==> config.mk <==
export PLATFORM = sky130hd
export DESIGN_NAME = tcp_segment_reorder_table
export DESIGN_NICKNAME = d
export VERILOG_FILES = /design/src/rtl/core/tsr_pkg.sv /design/src/rtl/core/tsr_mem.sv /design/src/rtl/core/tcp_segment_reorder_table.sv
export SDC_FILE = /design/constraint.sdc
export NUM_CORES = 1
export LEC_CHECK = 0
export BUFFER_PORTS_ARGS = -buffer_cell sky130_fd_sc_hd__clkbuf_2
export CAP_MARGIN = 15
export CORE_ASPECT_RATIO = 0.5
export CORE_UTILIZATION = 30
export DETAILED_ROUTE_END_ITERATION = 10
export SYNTH_ARGS = -nofsm -noshare
export SYNTH_HDL_FRONTEND = slang
export SYNTH_HIERARCHICAL = 1
export SYNTH_SLANG_ARGS = --single-unit
==> constraint.sdc <==
create_clock -name clk_i -period 9.8 [get_ports clk_i]
set_clock_uncertainty 0.2 [all_clocks]
set_input_delay 1.96 -clock clk_i [delete_from_list [all_inputs] [get_ports clk_i]]
set_output_delay 1.96 -clock clk_i [all_outputs]
set_load 0.05 [all_outputs]
==> src/rtl/core/tsr_pkg.sv <==
`timescale 1ns / 1ps

package tsr_pkg;

  // Command codes
  localparam logic [1:0] CMD_PASS = 2'd0;
  localparam logic [1:0] CMD_PUT  = 2'd1;
  localparam logic [1:0] CMD_TAKE = 2'd2;

  // Fixed field widths
  localparam int unsigned SeqW = 32;
  localparam int unsigned LenW = 16;
  localparam int unsigned TagW = 8;

  // Input word
  typedef struct packed {
    logic [1:0]      command;
    logic [SeqW-1:0] seq_number;
    logic            syn_flag;
    logic [LenW-1:0] payload_length;
    logic [TagW-1:0] buffer_tag;
  } in_word_t;

  // Result word
  typedef struct packed {
    logic            accepted;
    logic [SeqW-1:0] out_seq;
    logic            out_syn;
    logic [LenW-1:0] out_length;
    logic [TagW-1:0] out_tag;
    logic            dropped_full;
  } out_word_t;

  // Sequencer states, one-hot
  typedef enum logic [2:0] {
    ST_IDLE   = 3'b001,
    ST_SCAN   = 3'b010,
    ST_FINISH = 3'b100
  } state_e;

endpackage

==> src/rtl/core/tsr_mem.sv <==
`timescale 1ns / 1ps

// Entry store: one write port, one registered read port.
module tsr_mem #(
  parameter int unsigned Depth = 16,
  parameter int unsigned DataW = 57
) (
  input  logic                     clk_i,
  input  logic                     we_i,
  input  logic [$clog2(Depth)-1:0] waddr_i,
  input  logic [DataW-1:0]         wdata_i,
  input  logic [$clog2(Depth)-1:0] raddr_i,
  output logic [DataW-1:0]         rdata_o
);

  logic [DataW-1:0] mem_q [Depth];
  logic [DataW-1:0] rdata_q;

  always_ff @(posedge clk_i) begin
    if (we_i) begin
      mem_q[waddr_i] <= wdata_i;
    end
    rdata_q <= mem_q[raddr_i];
  end

  assign rdata_o = rdata_q;

endmodule

==> src/rtl/core/tcp_segment_reorder_table.sv <==
`timescale 1ns / 1ps

// Channel  | Ports                     | Handshake
// ---------+---------------------------+------------------------------------
// input    | start_i, in_word_i        | word taken when start_i & !busy_o
// result   | done_o, out_word_o        | done_o high one cycle, one per word
//
// A pass, an unknown command, an empty put or a take before start skips the scan.
// A put or take walks the table through one compare unit, one entry per cycle
// behind the registered memory read; busy_o stays high through the scan and
// the finish state, so no new word is taken until the result is written.
// Reset is asynchronous, active low; the memory is not cleared, valid bits are.
// The receiver cannot stall; busy_o is high while a scan or its finish runs.
module tcp_segment_reorder_table #(
  parameter int unsigned TABLE_DEPTH = 16,
  parameter int unsigned TAG_BITS    = 8
) (
  input  logic                clk_i,
  input  logic                rst_ni,
  input  logic                start_i,
  input  tsr_pkg::in_word_t   in_word_i,
  output logic                busy_o,
  output logic                done_o,
  output tsr_pkg::out_word_t  out_word_o
);

  localparam int unsigned IdxW  = $clog2(TABLE_DEPTH);
  localparam int unsigned CntW  = $clog2(TABLE_DEPTH + 1);
  localparam int unsigned SeqW  = tsr_pkg::SeqW;
  localparam int unsigned LenW  = tsr_pkg::LenW;
  localparam int unsigned DataW = SeqW + 1 + LenW + TAG_BITS;
  localparam logic [CntW-1:0] CntEnd = CntW'(TABLE_DEPTH);

  tsr_pkg::state_e state_q, state_d;

  // Architectural state
  logic                   started_q, started_d;
  logic [SeqW-1:0]        expected_q, expected_d;
  logic [TABLE_DEPTH-1:0] valid_q, valid_d;
  logic                   held_valid_q, held_valid_d;
  logic [IdxW-1:0]        held_idx_q, held_idx_d;

  // Current word and scan bookkeeping
  tsr_pkg::in_word_t      word_q, word_d;
  logic [SeqW-1:0]        key_q, key_d;
  logic [CntW-1:0]        idx_q, idx_d;
  logic                   chk_q, chk_d;
  logic [IdxW-1:0]        chk_idx_q, chk_idx_d;
  logic                   hit_q, hit_d;
  logic [IdxW-1:0]        hit_idx_q, hit_idx_d;
  logic [DataW-1:0]       hit_data_q, hit_data_d;
  logic                   free_q, free_d;
  logic [IdxW-1:0]        free_idx_q, free_idx_d;

  // Result register
  logic                   done_q, done_d;
  tsr_pkg::out_word_t     res_q, res_d;

  // Memory port
  logic                   we;
  logic [DataW-1:0]       wdata;
  logic [DataW-1:0]       rdata;
  logic [IdxW-1:0]        raddr;

  // Fields of the entry read out and of the entry hit
  logic [SeqW-1:0]        rd_seq;
  logic                   hit_syn;
  logic [LenW-1:0]        hit_len;
  logic [TAG_BITS-1:0]    hit_tag;
  logic [SeqW-1:0]        hit_seq;

  assign rd_seq  = rdata[DataW-1 -: SeqW];
  assign hit_seq = hit_data_q[DataW-1 -: SeqW];
  assign hit_syn = hit_data_q[LenW + TAG_BITS];
  assign hit_len = hit_data_q[TAG_BITS +: LenW];
  assign hit_tag = hit_data_q[TAG_BITS-1:0];

  assign wdata = {word_q.seq_number, word_q.syn_flag, word_q.payload_length,
                  TAG_BITS'(word_q.buffer_tag)};
  assign raddr = idx_q[IdxW-1:0];

  tsr_mem #(
    .Depth (TABLE_DEPTH),
    .DataW (DataW)
  ) u_mem (
    .clk_i   (clk_i),
    .we_i    (we),
    .waddr_i (free_idx_q),
    .wdata_i (wdata),
    .raddr_i (raddr),
    .rdata_o (rdata)
  );

  // Sequencer and shared compare unit
  always_comb begin
    logic             issue;
    logic [SeqW-1:0]  eff_exp;
    state_d      = state_q;
    started_d    = started_q;
    expected_d   = expected_q;
    valid_d      = valid_q;
    held_valid_d = held_valid_q;
    held_idx_d   = held_idx_q;
    word_d       = word_q;
    key_d        = key_q;
    idx_d        = idx_q;
    chk_d        = 1'b0;
    chk_idx_d    = chk_idx_q;
    hit_d        = hit_q;
    hit_idx_d    = hit_idx_q;
    hit_data_d   = hit_data_q;
    free_d       = free_q;
    free_idx_d   = free_idx_q;
    done_d       = 1'b0;
    res_d        = '0;
    we           = 1'b0;
    issue        = 1'b0;
    eff_exp      = started_q ? expected_q : in_word_i.seq_number;

    case (state_q)
      tsr_pkg::ST_IDLE: begin
        if (start_i) begin
          word_d    = in_word_i;
          idx_d     = '0;
          hit_d     = 1'b0;
          free_d    = 1'b0;
          case (in_word_i.command)
            tsr_pkg::CMD_PASS: begin
              done_d    = 1'b1;
              started_d = 1'b1;
              if (eff_exp == in_word_i.seq_number) begin
                expected_d     = eff_exp + SeqW'(in_word_i.syn_flag)
                                 + SeqW'(in_word_i.payload_length);
                res_d.accepted = 1'b1;
              end else begin
                expected_d = eff_exp;
              end
            end
            tsr_pkg::CMD_PUT: begin
              if (!in_word_i.syn_flag && in_word_i.payload_length == '0) begin
                done_d = 1'b1;
              end else begin
                key_d   = in_word_i.seq_number;
                state_d = tsr_pkg::ST_SCAN;
              end
            end
            tsr_pkg::CMD_TAKE: begin
              if (!started_q) begin
                done_d = 1'b1;
              end else begin
                key_d   = expected_q;
                state_d = tsr_pkg::ST_SCAN;
              end
            end
            default: begin
              done_d = 1'b1;
            end
          endcase
        end
      end

      tsr_pkg::ST_SCAN: begin
        // issue a read and note the lowest free slot
        issue = (idx_q != CntEnd);
        if (issue) begin
          idx_d     = idx_q + CntW'(1);
          chk_d     = 1'b1;
          chk_idx_d = idx_q[IdxW-1:0];
          if (!valid_q[idx_q[IdxW-1:0]] && !free_q) begin
            free_d     = 1'b1;
            free_idx_d = idx_q[IdxW-1:0];
          end
        end
        // compare the entry read last cycle
        if (chk_q && valid_q[chk_idx_q] && rd_seq == key_q && !hit_q) begin
          hit_d      = 1'b1;
          hit_idx_d  = chk_idx_q;
          hit_data_d = rdata;
        end
        if (!issue && !chk_q) begin
          state_d = tsr_pkg::ST_FINISH;
        end
      end

      tsr_pkg::ST_FINISH: begin
        state_d = tsr_pkg::ST_IDLE;
        done_d  = 1'b1;
        if (word_q.command == tsr_pkg::CMD_PUT) begin
          if (!hit_q) begin
            if (free_q) begin
              we                  = 1'b1;
              valid_d[free_idx_q] = 1'b1;
            end else begin
              res_d.dropped_full = 1'b1;
            end
          end
          if (!started_q) begin
            started_d  = 1'b1;
            expected_d = word_q.seq_number;
          end
        end else if (hit_q) begin
          // take: free the entry handed out before, unless it is this one
          if (held_valid_q && held_idx_q != hit_idx_q) begin
            valid_d[held_idx_q] = 1'b0;
          end
          expected_d       = expected_q + SeqW'(hit_syn) + SeqW'(hit_len);
          held_valid_d     = 1'b1;
          held_idx_d       = hit_idx_q;
          res_d.accepted   = 1'b1;
          res_d.out_seq    = hit_seq;
          res_d.out_syn    = hit_syn;
          res_d.out_length = hit_len;
          res_d.out_tag    = tsr_pkg::TagW'(hit_tag);
        end
      end

      default: begin
        state_d = tsr_pkg::ST_IDLE;
      end
    endcase
  end

  // Control registers
  always_ff @(posedge clk_i or negedge rst_ni) begin
    if (!rst_ni) begin
      state_q      <= tsr_pkg::ST_IDLE;
      started_q    <= 1'b0;
      expected_q   <= '0;
      valid_q      <= '0;
      held_valid_q <= 1'b0;
      held_idx_q   <= '0;
      chk_q        <= 1'b0;
      done_q       <= 1'b0;
    end else begin
      state_q      <= state_d;
      started_q    <= started_d;
      expected_q   <= expected_d;
      valid_q      <= valid_d;
      held_valid_q <= held_valid_d;
      held_idx_q   <= held_idx_d;
      chk_q        <= chk_d;
      done_q       <= done_d;
    end
  end

  // Payload registers
  always_ff @(posedge clk_i) begin
    word_q     <= word_d;
    key_q      <= key_d;
    idx_q      <= idx_d;
    chk_idx_q  <= chk_idx_d;
    hit_q      <= hit_d;
    hit_idx_q  <= hit_idx_d;
    hit_data_q <= hit_data_d;
    free_q     <= free_d;
    free_idx_q <= free_idx_d;
    res_q      <= res_d;
  end

  assign busy_o     = (state_q != tsr_pkg::ST_IDLE);
  assign done_o     = done_q;
  assign out_word_o = res_q;

endmodule

==> results.md, run 1 <==
- Status: completed
- Worst skew pair latency: 0.74 ns
- Critical R2R Launch: word_q[58]
- Root Buffer: clkbuf_16
- Via count: 26280
- Power share of the clock group: 0.396
- WS Path Type: input pin to flip-flop
- Via density: 5.128
- Worst VDD drop: 0.1766 mV
- Mapped Area: 49270 um2
- GRT Total Usage: 0.1538
- Yosys Warn Count: 6
- H-tree depth: 3
- Fin util: 0.3489
- Area of the multi-input gates: 12490 um2
- Post-route minimum period: 4.711 ns
- IO Pins: 123
- P_int: 8.935 mW
- Vias in the first global route: 26200
- Required @ worst endpoint: 10.20 ns
- Worst reg-to-reg path cell count: 7
- Syn Inst Count: 2693
- DP HPWL: 76280 um
- Antenna viol nets, final: 0
- Hold Path Origin: u_mem/rdata_o[0]
- Top post-synthesis cells by area: edfxtp_1 66%, mux4_2 11%, dfxtp_1 4.7%
- Cell taking the most area after synthesis: edfxtp_1
- Seq pwr share: 0.529
- R2R setup slack: 5.24 ns
- First-pass GRT wire length: 186600 um
- Total CTS buffers: 118
- Sequential Area: 36200 um2
- Non-Filler Instances: 5125
- Seq/Total Area, Yosys: 0.7347
- Slew @ Worst Pin: 1.127 ns
- Syn Area/Cell: 18.30 um2
- Die Ht: 288.6 um
- Area of the core: 162000 um2
- Yosys cell types: 77
- Max transition margin: 0.2486
- Bufs on Longest Clock Path: 3
- Syn_nets: 2794
- RSZ-0062 raised after global routing: no
- CP Max Fanout: 7
- Top-area cell type share of the netlist area: 0.6576
- Leak: 18.71 nW
- Initial Utilization: 0.3042
- Initial drt markers: 2891
- Ys async rst share: 0.04705
- CP startpoint: in_word_i[25]
- Clock Sinks: 1254
- Most used cells in the layout excluding fill and tap cells: 1079 x edfxtp_1, 237 x mux4_2, 161 x nand2_1
- Fmax achieved: 0.2123 GHz
- Overall power: 11.65 mW
- Commonest non-fill, non-tap cell in the layout: edfxtp_1
- GPL Wtd Cong: 0.9377
- Setup crit end kind: flip-flop
- Combinational power share: 0.074
- Fillers: 15150
- Setup Viol. Count Final: 0
- Crit path to: expected_q[30]
- Final worst-path cycle share: 0.4807
- Drt pass-1 iters: 6
- Max Transition Viols Final: 0
- Number of diodes: 0
- Synth-to-layout area growth: 14.71%
- Nets@finish: 2947
- GRT overflow: 0
- Wirelength per Cell: 25.43 um
- Endpoints failing hold: 0
- PostCTS Resize Cnt: 0
- WL final: 130300 um
- Critical path launch point type: input pin
- Largest net degree at the start of global routing: 137
- Share of cells above drive strength 1: 0.2293
- Setup repair bufs after CTS: 0
- PortBufs: 122
- FF-to-FF End: u_mem/mem_q[5][54]
- Max Cap Viol: 0
- Antenna violations before repair: 5
- Worst-path clk slew: 0.06 ns
- Die width: 575.1 um
- Ys flop type: edfxtp_1
- Critical path data arrival time: 5.11 ns
- Cell row count: 104
- Number of synthesized flops with an enable pin: 1079
- CTS Hold Buffers Added: 0
- TritonCTS clock tree: yes
- DRC Markers: 0
- Sw Ratio: 0.2327
- Setup Total Neg Slack: 0 ns
- P_sw: 2.710 mW
- Worst hold path type: flip-flop to flip-flop
- Synth Register Bits: 1254
- Pwr Density: 206.0 nW/um2
- Die area: 166000 um2
- Placed cells: 4897
[stage by stage]
stage | hold slack [ns] | setup WS, ns | area (um2)
2_1_floorplan | 0.1855 | 3.420 | 49270
3_3_place_gp | 0.1858 | 4.386 | 52510
3_5_place_dp | 0.1942 | 4.383 | 52510
4_1_cts | 0.2094 | 5.053 | 56480
5_1_grt | 0.2120 | 4.986 | 56520
6_report | 0.2062 | 5.089 | 56520
[how the worst min path moves through the flow]
stage	endpoint	depth (start not counted)	slack, ns
after detailed placement	hit_data_q[10]	0	0.19
final	hit_data_q[0]	0	0.21
after global routing	hit_data_q[9]	0	0.21
after CTS	hit_data_q[0]	0	0.21
after floorplan	hit_data_q[0]	0	0.19
after global placement	hit_data_q[8]	0	0.19
[synth_stat cells (all sizes together), types with 28 or more instances]
library cell / count
a21oi: 59
a22oi: 117
and3: 67
buf: 57
clkbuf: 83
dfrtp: 58
dfxtp: 116
edfxtp: 1079
ha: 35
mux2: 44
mux4: 237
nand2: 161
nand3: 35
nor2: 66
nor3: 28
o21ai: 53
xnor2: 61
xor2: 37
[registers in the layout, summed over array words and instances (netlist names), 2 cells and up]
register,flops
u_mem/rdata_o,57
state_q,3
key_q,32
hit_idx_q,4
word_q,2
expected_q,32
hit_data_q,57
free_idx_q,4
wdata,57
valid_q,16
out_word_o,59
held_idx_q,4
u_mem/mem_q,912
idx_q,5
chk_idx_q,4
[worst max-delay path, stage by stage]
cell	delay [ns]
clkbuf_2	0.11
mux2_2	0.28
fa_1	0.43
fa_1	0.43
a21o_1	0.18
a21oi_1	0.27
o21ai_0	0.18
a31o_2	0.31
a221o_1	0.45
nand3_1	0.16
xnor2_1	0.07
a211o_1	0.28
[cell type report]
| cell class | instances | share of cell area |
|---|---|---|
| Clock inverter | 41 | 0.008810 |
| Multi-Input combinational cell | 1273 | 0.2209 |
| Tap cell | 2173 | 0.04810 |
| Sequential cell | 1254 | 0.6405 |
| Timing Repair Buffer | 173 | 0.01846 |
| Inverter | 26 | 0.001727 |
| Clock buffer | 185 | 0.06152 |
[power groups by stage]
stage | combinational [mW] | sequential, mW | clock (mW)
after floorplan | 0.636 | 6.15 | 0
after global placement | 0.855 | 6.27 | 0
after detailed placement | 0.861 | 6.28 | 0
after CTS | 0.865 | 6.17 | 4.70
after global routing | 0.931 | 6.18 | 4.89
final | 0.863 | 6.17 | 4.62
[metal layers]
layer / part of all wire / vias to the layer above / global-route usage
met5: 0 / - / 0
met2: 0.48 / 991 / 0.2559
met1: 0.43 / 13930 / 0.2123
met3: 0.059 / 193 / 0.02046
li1: - / 11170 / -
met4: 0.025 / 0 / 0.04209
[cell families (layout without fill, tap and decap cells)]
group           count (synthesis)  count (layout)  synth area share
simple gates                  463             463           0.04680
xor+xnor                       98              98           0.01742
buf+inv                       166             425           0.01539
compound gates                369             369           0.05216
mux                           304             304            0.1231
fa+ha+maj                      39              39           0.01051
flops                        1254            1254            0.7347
No activity file was read; power rests on OpenSTA's default activity.
==> run 2, diff against run 1 <==
Clock period 9.8 ns to 4.9 ns, I/O delays scaled along.
==> results.md, run 2 (same netlist as run 1, synthesis figures left out) <==
- Setup crit end kind: flip-flop
- Max transition margin: 0.2206
- Placed cells: 4932
- GPL Wtd Cong: 0.8884
- Setup repair bufs after CTS: 0
- FF-to-FF End: u_mem/mem_q[15][56]
- Status: completed
- RSZ-0062 raised after global routing: no
- Dpl ws: 0.4161 ns
- Overall power: 23.54 mW
- Root Buffer: clkbuf_16
- WS Path Type: flip-flop to flip-flop
- Most used cells in the layout excluding fill and tap cells: 1079 x edfxtp_1, 237 x mux4_2, 161 x nand2_1
- Setup Viol. Count Final: 0
- GRT Total Usage: 0.1552
- Slew @ Worst Pin: 1.167 ns
- Setup Total Neg Slack: 0 ns
- Total CTS buffers: 115
- Max Transition Viols Final: 0
- Initial drt markers: 2842
- Required @ worst endpoint: 5.10 ns
- Dpl cell area: 53170 um2
- Die width: 575.1 um
- CP Max Fanout: 19
- Non-Filler Instances: 5152
- Critical R2R Launch: state_q[1]
- Max Cap Viol: 0
- Largest net degree at the start of global routing: 132
- Critical path data arrival time: 4.20 ns
- TritonCTS clock tree: yes
- Die Ht: 288.6 um
- PostCTS Resize Cnt: 0
- Nets@finish: 2977
- Pwr Density: 411.4 nW/um2
- Via density: 5.135
- DRC Markers: 0
- H-tree depth: 3
- Worst skew pair latency: 0.74 ns
- Initial Utilization: 0.3042
- Top reg by flops: u_mem/mem_q
- Cell row count: 104
- Drt pass-1 iters: 7
- Worst VDD drop: 0.3673 mV
- DP HPWL: 80480 um
- First-pass GRT wire length: 188100 um
- Share of cells above drive strength 1: 0.2411
- IO Pins: 123
- Bufs on Longest Clock Path: 3
- Worst-path clk slew: 0.06 ns
- Max FFs per register: 912
- Antenna viol nets, final: 0
- Vias in the first global route: 26450
- Via count: 26460
- Area of the core: 162000 um2
- Commonest non-fill, non-tap cell in the layout: edfxtp_1
- Wirelength per Cell: 25.32 um
- Crit path to: u_mem/mem_q[15][56]
- Critical path launch point type: flip-flop
- R2R setup slack: 0.90 ns
- Final worst-path cycle share: 0.8163
- CTS Hold Buffers Added: 0
- Final Instance Area: 57230 um2
- CP startpoint: state_q[1]
- WL final: 130500 um
- Clock Sinks: 1254
- PortBufs: 122
- Worst reg-to-reg path cell count: 7
- Endpoints failing hold: 0
- GRT overflow: 0
- Die area: 166000 um2
- Antenna violations before repair: 4
- Synth-to-layout area growth: 16.15%
- Fmax achieved: 0.2500 GHz
- Worst hold path type: input pin to async pin
- Worst Slack Setup Final: 0.9002 ns
- Leak: 19.00 nW
- Post-route minimum period: 4.000 ns
run 2: cell count changes in the layout (fill, tap and decap cells not counted), sizes merged:
cell | previous run | this run
bufinv | 6 | 15
diode | 0 | 1
clkbuf | 307 | 273
inv | 31 | 28
buf | 51 | 84
clkinv | 28 | 43
clkinvlp | 2 | 8
run 2: where the power goes:
part           internal [mW]  total (mW)  leakage [nW]  switching, mW
logic                  0.751        1.74          5.65          0.990
clock network           5.38        9.48          1.96           4.09
registers               11.9        12.3          11.4          0.420
run 2: how the worst min path moves through the flow:
stage,slack [ns],from,end,depth (start not counted)
4_1_cts,0.14,rst_ni,expected_q[3],1
5_1_grt,0.15,rst_ni,expected_q[3],1
3_5_place_dp,0.19,u_mem/rdata_o[8],hit_data_q[8],0
2_1_floorplan,0.19,u_mem/rdata_o[0],hit_data_q[0],0
6_report,0.18,rst_ni,expected_q[3],1
3_3_place_gp,0.19,u_mem/rdata_o[3],hit_data_q[3],0
run 2: area by class of cell:
class | instances | area (um2)
Inverter | 26 | 97.59
Sequential cell | 1254 | 36200
Multi-Input combinational cell | 1273 | 12510
Tap cell | 2173 | 2719
Clock buffer | 151 | 3154
Timing Repair Buffer | 206 | 1642
Antenna cell | 1 | 2.502
Clock inverter | 68 | 907.1
Fill cell | 15050 | 104800
run 2: layer usage:
metal,global-route usage,vias to the layer above,share of wire
li1,-,11230,-
met1,0.2175,14100,0.44
met2,0.2535,950,0.48
met3,0.02058,183,0.055
met4,0.04437,2,0.026
met5,0,-,0.000084
run 2: critical path, cell delays in order, from the launching register on:
cell and delay, ns:
dfrtp_1 0.45, nor3b_2 0.18, buf_4 0.34, nand2_1 0.34
nor3_1 0.49, nand3_1 0.42, nor2_4 0.87, buf_4 0.36
run 2: stage by stage:
stage	utilization	hold slack, ns
floorplan	-	0.1855
global placement	0.3282	0.1863
detailed placement	0.3282	0.1887
CTS	0.3533	0.1385
global route	0.3533	0.1499
finish	0.3533	0.1752
